<file path="src/sv/mmrd_pkg.sv">
`default_nettype none
// ----------------------------------------------------------------------------
// mmrd_pkg: shared types and constants of the meter response decoder
// Status codes, field kinds, the field map of both register layouts and the
// command and status bundles between controller and datapath.
// ----------------------------------------------------------------------------
package mmrd_pkg;

  typedef enum logic [1:0] {
    STATUS_VALUE  = 2'd0,
    STATUS_CRC    = 2'd1,
    STATUS_FORMAT = 2'd2,
    STATUS_LENGTH = 2'd3
  } status_e;

  typedef enum logic [2:0] {
    KIND_U16 = 3'd0,
    KIND_S16 = 3'd1,
    KIND_U32 = 3'd2,
    KIND_S32 = 3'd3,
    KIND_U64 = 3'd4
  } kind_e;

  localparam int unsigned IDX_W = 6;

  localparam logic [IDX_W-1:0] ELEC_FIRST   = 6'd0;
  localparam logic [IDX_W-1:0] ELEC_LAST    = 6'd28;
  localparam logic [IDX_W-1:0] ENERGY_FIRST = 6'd29;
  localparam logic [IDX_W-1:0] ENERGY_LAST  = 6'd33;

  localparam logic [7:0]  FUNC_READ_HOLDING = 8'h03;
  localparam logic [7:0]  BC_ELEC           = 8'h88;
  localparam logic [7:0]  BC_ENERGY         = 8'h70;
  localparam logic [15:0] CRC_INIT          = 16'hFFFF;
  localparam logic [15:0] CRC_POLY          = 16'hA001;

  // Address, function code, byte count and two CRC bytes.
  localparam int unsigned FRAME_OVERHEAD = 5;
  localparam int unsigned MIN_FRAME      = 5;

  // Byte offset of the first byte of a field within the frame.
  function automatic logic [7:0] field_offset(input logic [IDX_W-1:0] idx);
    logic [7:0] off;
    if (idx < 6'd12) begin
      off = 8'(3 + 4 * idx);
    end else if (idx < 6'd24) begin
      off = 8'(55 + 4 * (idx - 6'd12));
    end else if (idx == 6'd24) begin
      off = 8'd103;
    end else if (idx < ENERGY_FIRST) begin
      off = 8'(131 + 2 * (idx - 6'd25));
    end else if (idx < ENERGY_LAST) begin
      off = 8'(3 + 24 * (idx - ENERGY_FIRST));
    end else begin
      off = 8'd107;
    end
    return off;
  endfunction

  function automatic kind_e field_kind(input logic [IDX_W-1:0] idx);
    kind_e k;
    if (idx < 6'd12) begin
      k = KIND_U32;
    end else if (idx < 6'd24) begin
      k = KIND_S32;
    end else if (idx == 6'd24) begin
      k = KIND_U16;
    end else if (idx < ENERGY_FIRST) begin
      k = KIND_S16;
    end else begin
      k = KIND_U64;
    end
    return k;
  endfunction

  function automatic logic [3:0] field_bytes(input kind_e k);
    logic [3:0] n;
    unique case (k)
      KIND_U16, KIND_S16: n = 4'd2;
      KIND_U32, KIND_S32: n = 4'd4;
      default:            n = 4'd8;
    endcase
    return n;
  endfunction

  // Controller to datapath.
  typedef struct packed {
    logic             in_ready;
    logic             rd_en;
    logic             load_value;
    logic             load_status;
    logic             clear_frame;
    logic             last;
    logic [IDX_W-1:0] idx;
    logic [2:0]       byte_sel;
  } cmd_t;

  // Datapath to controller.
  typedef struct packed {
    logic    frame_end;
    logic    reject;
    status_e code;
    logic    elec;
    logic    out_taken;
  } stat_t;

endpackage
`default_nettype wire

</file>
<file path="src/sv/mmrd_ctrl.sv">
`default_nettype none
// ----------------------------------------------------------------------------
// mmrd_ctrl: frame sequencer
// Collects bytes until frame end; for a rejected frame hands the status on, else walks
// the field map, fetching each field byte by byte and handing it to the output register.
// ----------------------------------------------------------------------------
module mmrd_ctrl
  import mmrd_pkg::*;
(
  input  wire logic  clk_i,
  input  wire logic  rst_ni,
  input  wire stat_t stat_i,
  output cmd_t       cmd_o
);

  typedef enum logic [5:0] {
    S_IDLE  = 6'b000001,
    S_CHECK = 6'b000010,
    S_FETCH = 6'b000100,
    S_DRAIN = 6'b001000,
    S_LOAD  = 6'b010000,
    S_EMIT  = 6'b100000
  } state_e;

  state_e           state_q, state_d;
  logic [IDX_W-1:0] idx_q, idx_d;
  logic [2:0]       sel_q, sel_d;
  logic             elec_q, elec_d;
  logic             last_q, last_d;

  logic [3:0]       nbytes;
  logic             is_last_idx;

  assign nbytes      = field_bytes(field_kind(idx_q));
  assign is_last_idx = (idx_q == (elec_q ? ELEC_LAST : ENERGY_LAST));

  always_comb begin
    state_d = state_q;
    idx_d   = idx_q;
    sel_d   = sel_q;
    elec_d  = elec_q;
    last_d  = last_q;
    cmd_o   = '0;
    cmd_o.idx      = idx_q;
    cmd_o.byte_sel = sel_q;
    unique case (state_q)
      S_IDLE: begin
        cmd_o.in_ready = 1'b1;
        if (stat_i.frame_end) begin
          state_d = S_CHECK;
        end
      end
      S_CHECK: begin
        if (stat_i.reject) begin
          cmd_o.load_status = 1'b1;
          last_d  = 1'b1;
          state_d = S_EMIT;
        end else begin
          elec_d  = stat_i.elec;
          idx_d   = stat_i.elec ? ELEC_FIRST : ENERGY_FIRST;
          sel_d   = '0;
          state_d = S_FETCH;
        end
      end
      S_FETCH: begin
        cmd_o.rd_en = 1'b1;
        if ({1'b0, sel_q} == nbytes - 4'd1) begin
          sel_d   = '0;
          state_d = S_DRAIN;
        end else begin
          sel_d = sel_q + 3'd1;
        end
      end
      S_DRAIN: begin
        state_d = S_LOAD;
      end
      S_LOAD: begin
        cmd_o.load_value = 1'b1;
        cmd_o.last       = is_last_idx;
        last_d  = is_last_idx;
        state_d = S_EMIT;
      end
      S_EMIT: begin
        if (stat_i.out_taken) begin
          if (last_q) begin
            cmd_o.clear_frame = 1'b1;
            state_d = S_IDLE;
          end else begin
            idx_d   = idx_q + 6'd1;
            state_d = S_FETCH;
          end
        end
      end
      default: begin
        state_d = S_IDLE;
      end
    endcase
  end

  always_ff @(posedge clk_i or negedge rst_ni) begin
    if (!rst_ni) begin
      state_q <= S_IDLE;
      idx_q   <= '0;
      sel_q   <= '0;
      elec_q  <= 1'b0;
      last_q  <= 1'b0;
    end else begin
      state_q <= state_d;
      idx_q   <= idx_d;
      sel_q   <= sel_d;
      elec_q  <= elec_d;
      last_q  <= last_d;
    end
  end

endmodule
`default_nettype wire

</file>
<file path="src/sv/mmrd_datapath.sv">
`default_nettype none
// ----------------------------------------------------------------------------
// mmrd_datapath: frame store, CRC and field decoder
// Stores the frame, runs the CRC with a two-byte hold-back, checks length, CRC
// and header at frame end and assembles and decodes big-endian fields.
// ----------------------------------------------------------------------------
module mmrd_datapath
  import mmrd_pkg::*;
#(
  parameter int unsigned FRAME_BYTES = 256
) (
  input  wire logic             clk_i,
  input  wire logic             rst_ni,
  input  wire cmd_t             cmd_i,
  output stat_t                 stat_o,
  input  wire logic             in_valid_i,
  input  wire logic [7:0]       in_byte_i,
  input  wire logic             in_end_i,
  input  wire logic             out_ready_i,
  output logic                  out_valid_o,
  output status_e               out_status_o,
  output logic [IDX_W-1:0]      out_idx_o,
  output logic [63:0]           out_value_o,
  output logic                  out_last_o
);

  localparam int unsigned AW = $clog2(FRAME_BYTES);
  localparam int unsigned CW = $clog2(FRAME_BYTES + 2);

  function automatic logic [15:0] crc_feed(input logic [15:0] crc, input logic [7:0] b);
    logic [15:0] c;
    c = crc ^ {8'h00, b};
    for (int k = 0; k < 8; k++) begin
      c = c[0] ? ((c >> 1) ^ CRC_POLY) : (c >> 1);
    end
    return c;
  endfunction

  function automatic logic [63:0] decode(input kind_e k, input logic [63:0] a);
    logic [63:0] v;
    unique case (k)
      KIND_U16: v = (a[15:0] == 16'hFFFF) ? 64'd0 : {48'd0, a[15:0]};
      KIND_S16: v = (a[15:0] == 16'h7FFF) ? 64'd0 : {{48{a[15]}}, a[15:0]};
      KIND_U32: v = (a[31:0] == 32'hFFFF_FFFF) ? 64'd0 : {32'd0, a[31:0]};
      KIND_S32: v = (a[31:0] == 32'h7FFF_FFFF) ? 64'd0 : {{32{a[31]}}, a[31:0]};
      default:  v = (a == '1) ? 64'd0 : a;
    endcase
    return v;
  endfunction

  logic [7:0]    mem [FRAME_BYTES];
  logic [7:0]    rdata_q;
  logic          take_q;
  logic [63:0]   acc_q;

  logic [CW-1:0] count_q;
  logic [15:0]   crc_q;
  logic [15:0]   dly_q;
  logic [7:0]    fn_q;
  logic [7:0]    bc_q;

  logic          in_fire;
  logic          room;
  logic [AW-1:0] raddr;
  logic [15:0]   crc_rx;
  logic          chk_reject;
  status_e       chk_code;

  logic             out_valid_q;
  status_e          out_status_q;
  logic [IDX_W-1:0] out_idx_q;
  logic [63:0]      out_value_q;
  logic             out_last_q;

  assign in_fire = in_valid_i & cmd_i.in_ready;
  assign room    = (count_q < CW'(FRAME_BYTES));
  assign raddr   = AW'(field_offset(cmd_i.idx)) + AW'(cmd_i.byte_sel);
  // Second-to-last byte is the low CRC byte, the last one the high byte.
  assign crc_rx  = {dly_q[7:0], dly_q[15:8]};

  // Frame store.
  always_ff @(posedge clk_i) begin
    if (in_fire && room) begin
      mem[count_q[AW-1:0]] <= in_byte_i;
    end
    if (cmd_i.rd_en) begin
      rdata_q <= mem[raddr];
    end
  end

  always_ff @(posedge clk_i) begin
    if (take_q) begin
      acc_q <= {acc_q[55:0], rdata_q};
    end
    if (in_fire && room && count_q == CW'(1)) begin
      fn_q <= in_byte_i;
    end
    if (in_fire && room && count_q == CW'(2)) begin
      bc_q <= in_byte_i;
    end
  end

  always_ff @(posedge clk_i or negedge rst_ni) begin
    if (!rst_ni) begin
      count_q <= '0;
      crc_q   <= CRC_INIT;
      dly_q   <= '0;
      take_q  <= 1'b0;
    end else begin
      take_q <= cmd_i.rd_en;
      if (cmd_i.clear_frame) begin
        count_q <= '0;
        crc_q   <= CRC_INIT;
        dly_q   <= '0;
      end else if (in_fire) begin
        if (room) begin
          count_q <= count_q + CW'(1);
          if (count_q >= CW'(2)) begin
            crc_q <= crc_feed(crc_q, dly_q[15:8]);
          end
          dly_q <= {dly_q[7:0], in_byte_i};
        end else begin
          count_q <= CW'(FRAME_BYTES + 1);
        end
      end
    end
  end

  // Frame checks, in order of precedence.
  always_comb begin
    chk_reject = 1'b1;
    chk_code   = STATUS_LENGTH;
    priority if (count_q > CW'(FRAME_BYTES) || count_q < CW'(MIN_FRAME)) begin
      chk_code = STATUS_LENGTH;
    end else if (crc_rx != crc_q) begin
      chk_code = STATUS_CRC;
    end else if (fn_q != FUNC_READ_HOLDING || (bc_q != BC_ELEC && bc_q != BC_ENERGY)) begin
      chk_code = STATUS_FORMAT;
    end else if (count_q != CW'(bc_q) + CW'(FRAME_OVERHEAD)) begin
      chk_code = STATUS_LENGTH;
    end else begin
      chk_reject = 1'b0;
      chk_code   = STATUS_VALUE;
    end
  end

  assign stat_o.reject    = chk_reject;
  assign stat_o.code      = chk_code;
  assign stat_o.elec      = (bc_q == BC_ELEC);
  // The sequencer only looks at this while it is taking bytes.
  assign stat_o.frame_end = in_valid_i & in_end_i;
  assign stat_o.out_taken = out_valid_q & out_ready_i;

  // Output register.
  always_ff @(posedge clk_i or negedge rst_ni) begin
    if (!rst_ni) begin
      out_valid_q <= 1'b0;
    end else if (cmd_i.load_value || cmd_i.load_status) begin
      out_valid_q <= 1'b1;
    end else if (out_ready_i) begin
      out_valid_q <= 1'b0;
    end
  end

  always_ff @(posedge clk_i) begin
    if (cmd_i.load_value) begin
      out_status_q <= STATUS_VALUE;
      out_idx_q    <= cmd_i.idx;
      out_value_q  <= decode(field_kind(cmd_i.idx), acc_q);
      out_last_q   <= cmd_i.last;
    end else if (cmd_i.load_status) begin
      out_status_q <= chk_code;
      out_idx_q    <= '0;
      out_value_q  <= '0;
      out_last_q   <= 1'b1;
    end
  end

  assign out_valid_o  = out_valid_q;
  assign out_status_o = out_status_q;
  assign out_idx_o    = out_idx_q;
  assign out_value_o  = out_value_q;
  assign out_last_o   = out_last_q;

`ifndef SYNTHESIS
  a_count_bound: assert property (@(posedge clk_i) disable iff (!rst_ni)
    count_q <= CW'(FRAME_BYTES + 1))
    else $error("byte counter beyond saturation value");

  a_no_load_over_busy: assert property (@(posedge clk_i) disable iff (!rst_ni)
    (cmd_i.load_value || cmd_i.load_status) |-> !out_valid_q)
    else $error("output register loaded while a result is pending");

  a_no_input_while_busy: assert property (@(posedge clk_i) disable iff (!rst_ni)
    cmd_i.in_ready |-> !out_valid_q && !cmd_i.rd_en)
    else $error("bytes accepted while results are being produced");

  a_clear_restores: assert property (@(posedge clk_i) disable iff (!rst_ni)
    cmd_i.clear_frame |=> count_q == '0 && crc_q == CRC_INIT && dly_q == '0)
    else $error("frame state not restored after frame end");
`endif

endmodule
`default_nettype wire

</file>
<file path="src/sv/modbus_meter_response_decoder.sv">
`default_nettype none
// ----------------------------------------------------------------------------
// modbus_meter_response_decoder: Modbus RTU meter response decoder
// Checks a read-holding-registers response and emits the meter's fields.
// ----------------------------------------------------------------------------
// Usage: the slave-side stream carries one received byte per request, with
// tlast on the final byte of a frame. While collecting, a byte is taken every
// cycle. After the final byte the block stops taking bytes, checks length,
// CRC, function code and byte count, then emits either one status request
// (tuser nonzero, tlast set) or a run of decoded values: 29 for the electrical
// layout, 5 for the energy layout, tlast on the final one.
// Each value is fetched from the frame store one byte per cycle over its
// single read port, passes a drain and a load step into the output register
// and waits there for tready; the next field is fetched only once it has been
// taken. A stalled receiver simply holds the pending value in the output
// register; nothing is lost. The next frame's bytes are taken once the final
// result has been delivered. Reset clears the byte counter and the CRC state;
// the frame store needs no clearing.
// ----------------------------------------------------------------------------
module modbus_meter_response_decoder
  import mmrd_pkg::*;
#(
  parameter int unsigned FRAME_BYTES = 256
) (
  input  wire logic        clk_i,
  input  wire logic        rst_ni,
  // Input byte stream.
  input  wire logic        s_axis_tvalid,
  output logic             s_axis_tready,
  input  wire logic [7:0]  s_axis_tdata,   // [7:0] rx_byte
  input  wire logic        s_axis_tlast,   // frame_end
  // Result stream.
  output logic             m_axis_tvalid,
  input  wire logic        m_axis_tready,
  output logic [71:0]      m_axis_tdata,   // [5:0] value_index, [69:6] value, zero above
  output logic [1:0]       m_axis_tuser,   // [1:0] status
  output logic             m_axis_tlast    // last
);

  cmd_t             cmd;
  stat_t            stat;
  status_e          out_status;
  logic [IDX_W-1:0] out_idx;
  logic [63:0]      out_value;

  // The sequencer decides when bytes are taken and which field is fetched.
  mmrd_ctrl u_ctrl (
    .clk_i  (clk_i),
    .rst_ni (rst_ni),
    .stat_i (stat),
    .cmd_o  (cmd)
  );

  // Storage, CRC, checks, field assembly and the output register.
  mmrd_datapath #(
    .FRAME_BYTES (FRAME_BYTES)
  ) u_datapath (
    .clk_i        (clk_i),
    .rst_ni       (rst_ni),
    .cmd_i        (cmd),
    .stat_o       (stat),
    .in_valid_i   (s_axis_tvalid),
    .in_byte_i    (s_axis_tdata),
    .in_end_i     (s_axis_tlast),
    .out_ready_i  (m_axis_tready),
    .out_valid_o  (m_axis_tvalid),
    .out_status_o (out_status),
    .out_idx_o    (out_idx),
    .out_value_o  (out_value),
    .out_last_o   (m_axis_tlast)
  );

  assign s_axis_tready = cmd.in_ready;
  assign m_axis_tdata  = {2'b00, out_value, out_idx};
  assign m_axis_tuser  = out_status;

endmodule
`default_nettype wire

</file>
<file path="config.mk">
export PLATFORM = sky130hd
export DESIGN_NAME = modbus_meter_response_decoder
export DESIGN_NICKNAME = d
export VERILOG_FILES = /design/src/sv/mmrd_pkg.sv /design/src/sv/mmrd_ctrl.sv /design/src/sv/mmrd_datapath.sv /design/src/sv/modbus_meter_response_decoder.sv
export SDC_FILE = /design/constraint.sdc
export NUM_CORES = 2
export LEC_CHECK = 0
export ABC_AREA = 0
export ABC_CLOCK_PERIOD_IN_PS = 14500
export BUFFER_PORTS_ARGS = -buffer_cell sky130_fd_sc_hd__buf_2
export CELL_PAD_IN_SITES_DETAIL_PLACEMENT = 0
export CELL_PAD_IN_SITES_GLOBAL_PLACEMENT = 1
export CORE_MARGIN = 4
export CORE_UTILIZATION = 30
export DETAILED_ROUTE_END_ITERATION = 10
export GPL_TIMING_DRIVEN = 0
export HOLD_SLACK_MARGIN = 0.08
export PLACE_DENSITY = 0.47
export SETUP_SLACK_MARGIN = 0.05
export SLEW_MARGIN = 30
export SYNTH_ARGS = -nofsm -noshare
export SYNTH_HDL_FRONTEND = slang
export SYNTH_SLANG_ARGS = --single-unit
</file>
<file path="constraint.sdc">
create_clock -name clk_i -period 14.5 [get_ports clk_i]
set_input_delay 1.45 -clock clk_i [delete_from_list [all_inputs] [get_ports clk_i]]
set_output_delay 1.45 -clock clk_i [all_outputs]
set_load 0.02 [all_outputs]
</file>
Yosys cells after proc, flatten, opt, wreduce, memory -nomap -nowiden
Memories as Yosys holds them, arrays and structs flattened. A register that Yosys moved wholly into a read port is not among the register bits. Cells that the tools add are included.

$add $sub $neg: 13. $mul: 1. Magnitude comparators: 8. Equality and inequality tests: 34. Mux-type cells: 79. Bitwise operators: 13. Reduce and logical (&&, ||, !) cells: 26.

Operators with widths (number): 64-bit 2-to-1 mux (5); 16-bit 2-to-1 mux (16); 64-bit case mux with 4 select lines (1); 64-bit == test (second input constant) (1); 6-bit 2-to-1 mux (10); 8-bit 2-to-1 mux (5); 6-bit case mux with 6 select lines (1); 32-bit by 31-bit == test with 1-bit output (second input constant) (1); 32-bit == test (second input constant) (1); 2-bit by 32-bit multiplier with 5-bit output (first input constant) (1); 32-bit 2-to-1 mux (1); 9-bit 2-to-1 mux (3); 3-bit 2-to-1 mux (8); 2-bit inverter with 3-bit output (8); 1-bit 2-to-1 mux (20); 2-bit by 8-bit adder with 8-bit output (first input constant) (2); 16-bit by 15-bit == test with 1-bit output (second input constant) (1); 16-bit == test (second input constant) (1); 16-bit != test (1); 2-bit nonzero test (8); 16-bit by 8-bit XOR with 16-bit output (1); 6-bit by 5-bit subtractor with 7-bit output (second input constant) (2); 3-bit by 2-bit == test with 1-bit output (second input constant) (4); 6-bit by 5-bit == test with 1-bit output (second input constant) (2); 48 further kinds (70).

Register bits: 213. RAM bits: 2048. Bits of input ports: 13. Output and inout port bits: 77. Word-level logic and storage cells: 192. Memories: 1.

Memory list: u_datapath.mem (depth 256, width 8, rd ports 1, clocked after Yosys merged registers in 1, wr ports 1, line mmrd_datapath.sv:51) `logic [7:0] mem [FRAME_BYTES];`.

Longest topological paths before layout
Word-level depth: 21. Mapped depth: 20. Mapped depth without buffers: 17.

By module
Synthesis repeated with hierarchy kept, for this count alone.

Cell total of the unflattened synthesis: 4503. Area total of the unflattened synthesis: 90713.3 um^2.

Modules (own cells, without submodules): mmrd_datapath (times used 1, cells each 4379, area an instance 89585.9 um^2, seq. area each 67409.7 um^2); mmrd_ctrl (times used 1, cells each 121, area an instance 1108.6 um^2, seq. area each 426.7 um^2); modbus_meter_response_decoder (times used 1, cells each 3, area an instance 18.8 um^2, seq. area each 0.0 um^2).

Worst setup path before layout
No wires, ideal clock.

Path type: reg2reg. Start: register u_ctrl.idx_q[2]. End: register u_datapath.rdata_q[0] (read register of u_datapath.mem), data pin. Setup time: 0.271 ns. Arrival: 4.621 ns. Required time: 14.229 ns. Path slack: 9.607 ns. Cell stages (with the launch flop): 17. Path buffers: 3. Clock period less this slack: 4.893 ns. Path through: dfrtp_1 -> buf_4 -> buf_2 -> inv_1 -> ha_1 -> nand4b_1 -> o21ai_0 -> nand2_1 -> a21oi_1 -> o32a_1 -> ha_1 -> xnor2_2 -> clkbuf_1 -> mux4_2 -> mux4_2 -> a222oi_1 -> o22ai_1.

Word-level cells in the longest chain between the ends: 9. Elaborated cells on any way between the ends: 19. Those cells by class: add/sub (8); mul (1); order compare (4); eq/ne (1); mux (5).

Ends and longest elaborated chain: start: declaration (line mmrd_ctrl.sv:26) `logic [IDX_W-1:0] idx_q, idx_d;`; start signal: assignment (line mmrd_ctrl.sv:109) `idx_q <= idx_d;`; 6-bit by 5-bit subtractor with 7-bit output (line mmrd_pkg.sv:53) `off = 8'(3 + 24 * (idx - ENERGY_FIRST));`; 2-bit by 32-bit multiplier with 5-bit output (line mmrd_pkg.sv:53); 2-bit by 8-bit adder with 8-bit output (line mmrd_pkg.sv:53); 8-bit 2-to-1 mux (line mmrd_pkg.sv:52) `end else if (idx < ENERGY_LAST) begin`; 8-bit 2-to-1 mux (line mmrd_pkg.sv:50) `end else if (idx < ENERGY_FIRST) begin`; 8-bit 2-to-1 mux (line mmrd_pkg.sv:48) `end else if (idx == 6'd24) begin`; 8-bit 2-to-1 mux (line mmrd_pkg.sv:46) `end else if (idx < 6'd24) begin`; 8-bit 2-to-1 mux (*) (line mmrd_pkg.sv:44) `if (idx < 6'd12) begin`; 8-bit by 3-bit adder with 8-bit output (*) (line mmrd_datapath.sv:77) `assign raddr = AW'(field_offset(cmd_i.idx)) + AW'(cmd_i.byte_sel);`; end: declaration (line mmrd_datapath.sv:52) `logic [7:0] rdata_q;`.

Mark *: on every way between the ends. The rest lies on a longest branch, timed or not. A chain may end at the register's enable or synchronous reset.

Worst setup path after layout
Start: register u_ctrl.idx_q[2]. End: register u_datapath.rdata_q[4] (read register of u_datapath.mem), data pin.

The elaborated chain is that of the path after synthesis.

==> flow_metrics.tcl <==
set metrics [dict create \
    grt_use_total 0.1926 \
    rsz0062_at_grt "no" \
    dr.pass1.iters 7 \
    wirelength_um 300200 \
    finalNonFillerCells 8792 \
    start_util 0.3015 \
    yosys_warnings 0 \
    antenna_found_initial 25 \
    overflow 0 \
    hold_path.class "reg -> reg" \
    syn-mean-instance-area_sq_um 21.21 \
    setup_ws_ns 6.134 \
    cp.required_ns 15.06 \
    die_y_um 554.3 \
    startpoint_type "register" \
    slowest_stage "clkbuf_1" \
    num_io_pins 90 \
    post_cts_buffers 0 \
    cts-root-buf "clkbuf_16" \
    maxSlewViolCount 0 \
    min_period_over_period 0.5770 \
    final_core_util 0.3556 \
    slew_headroom 0.3183 \
    multi_input_area_sq_um 20980 \
    clock_latency_ns 0.88 \
    critPathMaxFanout 10 \
    synthArstFlopShare 0.02644 \
    final_common_cell "edfxtp_1" \
    sequentialPowerShare 0.398 \
    status "complete, no violations" \
    numCtsBuffers 264 \
    p_clk_frac 0.344 \
    layout-drive-gt1-share 0.3202 \
    hpwl_um 206200 \
    htree_levels 5 \
    coreArea_sq_um 297000 \
    grt_max_degree 116 \
    worst_setup_path_end_kind "register" \
    worst_pin_slew_ns 1.019 \
    p_sw_frac 0.3212 \
    first_iter_violations 5117 \
    netlist_area_sq_um 89550 \
    drcViolationCount 0 \
    crit_arrival_ns 8.92 \
    final_net_count 4689 \
    crit_path_max_incr_delay_ns 0.79 \
    ys_seq_elements 2269 \
    port_buffers 87 \
    clkSinkCount 2269 \
    nFillCells 27400 \
    crit_buf_inv 9 \
    max_freq_mhz 119.5 \
    grt_pass1_vias 46450 \
    die_x_um 554.3 \
    p_total_mw 18.66 \
    period_needed_ns 8.366 \
    crit_family "buffers and inverters" \
    routedWlPerCell_um 34.14 \
    synth_edf_count 2207 \
    setup_violations 0 \
    fin_tns_setup_ns 0 \
    netSwitchingPower_mw 5.993 \
    cts_tree "done" \
    ant_nets 0 \
    cts_resized 0 \
    dp.cells 8321 \
    pwr-share-comb 0.258 \
    grt_pass1_wl_um 408600 \
    cap_violations 0 \
    clk_path_buf_depth 4 \
    vias_per_cell 5.145 \
    power.density_nw_per_um2 176.7 \
    synthesis.instances 4221 \
    die_area_sq_um 307300 \
    place_ws_ns 6.268 \
    power.internal_mw 12.67 \
    netlist-cell-type-count 85 \
    ir_worst_vdd_uv 148.0 \
    gp_congestion 0.7887 \
    postCtsHoldBufs 0 \
    finalHoldViolCount 0 \
    area_growth_syn_to_layout_pct 17.94 \
    ys.flop_type "edfxtp_1" \
    seq_area_frac_synth 0.7575 \
    path_clk_slew_ns 0.06 \
    seq_area_sq_um 67840 \
    path_cells "buf_4 > buf_2 > inv_1 > ha_1 > nand4b_1 > nand4_1 > fa_1 > clkbuf_1 > clkbuf_1 > buf_2 > buf_2 > buf_2 > buf_2 > mux2i_1 > a21oi_1 > mux2i_1 > mux2i_1 > mux2i_1 > o21ai_0" \
    p_leak_nw 33.13 \
    dr_total_vias 45230 \
    path_class "reg -> reg" \
    skew_ns 0.03909 \
    final_cell_mix "2207 x edfxtp_1, 636 x mux4_2, 268 x clkbuf_16, 169 x nand2_1, 156 x buf_2" \
    fp-row-count 200 \
    crit_top_cell "buf_2" \
]
## state kept, by name, summed over array words and instances (netlist names)
| name | count |
|---|---|
| u_ctrl.elec_q | 1 |
| u_ctrl.idx_q | 6 |
| u_ctrl.last_q | 1 |
| u_ctrl.sel_q | 3 |
| u_ctrl.state_q | 6 |
| u_datapath.acc_q | 64 |
| u_datapath.bc_q | 8 |
| u_datapath.count_q | 9 |
| u_datapath.crc_q | 16 |
| u_datapath.dly_q | 16 |
| u_datapath.fn_q | 8 |
| u_datapath.mem | 2048 |
| u_datapath.out_idx_o | 6 |
| u_datapath.out_last_o | 1 |
| u_datapath.out_status_o | 2 |
| u_datapath.out_valid_o | 1 |
| u_datapath.out_value_o | 64 |
| u_datapath.rdata_q | 8 |
| u_datapath.take_q | 1 |
## layer usage
layer	GRT usage	wire (um)	vias to the layer above	share of wire
met4	0.05169	7896	4	0.026
met2	0.3132	143600	1427	0.48
met5	0	27	-	0.000090
met1	0.2680	132400	25030	0.44
li1	-	-	18420	-
met3	0.03255	16220	357	0.054
## logic make-up (layout without fill, tap and decap cells)
family,after synthesis,after routing,share of synthesized area
compound gates,236,236,0.01710
xor+xnor,56,56,0.006064
other cells,1,8,0.00004188
flops,2269,2269,0.7575
simple gates,653,653,0.03281
fa+ha+maj,27,27,0.003940
mux,714,714,0.1692
buf+inv,265,890,0.01334
## stage by stage
step / hold slack [ns] / area, sq um
2_1_floorplan: 0.4003 / 89550
3_3_place_gp: 0.4073 / 94910
3_5_place_dp: 0.4045 / 97330
4_1_cts: 0.4186 / 105500
5_1_grt: 0.4211 / 105600
6_report: 0.4169 / 105600
## power by group through the flow
stage | clock (mW) | combinational, mW | sequential (mW)
2_1_floorplan | 0 | 2.30 | 7.59
3_3_place_gp | 0 | 4.62 | 7.60
3_5_place_dp | 0 | 4.81 | 7.57
4_1_cts | 6.57 | 4.82 | 7.43
5_1_grt | 6.85 | 4.96 | 7.44
6_report | 6.42 | 4.81 | 7.43
## cells in the mapped netlist, types with 12 or more instances
library cell     n  area (sq um)
buf_2           73         365.4
xnor2_1         38         332.8
nand3_1         37         185.2
inv_1           21         78.83
edfxtp_1      2207         66270
and2_1          26         162.7
a21oi_1         79         395.4
a211oi_1        15         112.6
nor2_1         305          1145
mux2i_1         56         560.5
nand2_1        171         641.9
mux4_2         636         14320
clkbuf_1       137         514.2
xor2_1          14         122.6
dfstp_2         17         446.7
nand4_1         24         150.1
o21ai_0         56         280.3
buf_4           15         112.6
ha_1            25         312.8
nor2b_1         15         93.84
dfrtp_1         43          1076
mux2_2          21         236.5
nor3_1          12         60.06
## cell type report
class	count	share of cell area
Sequential cell	2269	0.6423
Multi-Input combinational cell	1688	0.1986
Clock buffer	328	0.06582
Tap cell	3939	0.04666
Timing Repair Buffer	161	0.02237
Clock inverter	136	0.01160
Buffer	242	0.01160
Inverter	23	0.0008411
Antenna cell	6	0.0001422
## final timing paths
path	endpoint	cells after the start	slack [ns]	from
max reg2reg	u_datapath.rdata_q[4]$_DFFE_PP_	19	6.13	u_ctrl.idx_q[2]$_DFFE_PN0P_
min	u_datapath.acc_q[0]$_DFFE_PP_	0	0.42	u_datapath.rdata_q[0]$_DFFE_PP_
min in group asynchronous	u_datapath.dly_q[14]$_DFFE_PN0P_	1	0.55	rst_ni
min reg2reg	u_datapath.acc_q[0]$_DFFE_PP_	0	0.42	u_datapath.rdata_q[0]$_DFFE_PP_
max	u_datapath.rdata_q[4]$_DFFE_PP_	19	6.13	u_ctrl.idx_q[2]$_DFFE_PN0P_
max in group asynchronous	u_ctrl.state_q[0]$_DFFE_PN1P_	2	13.34	rst_ni
(Power assumes the default switching activity.)
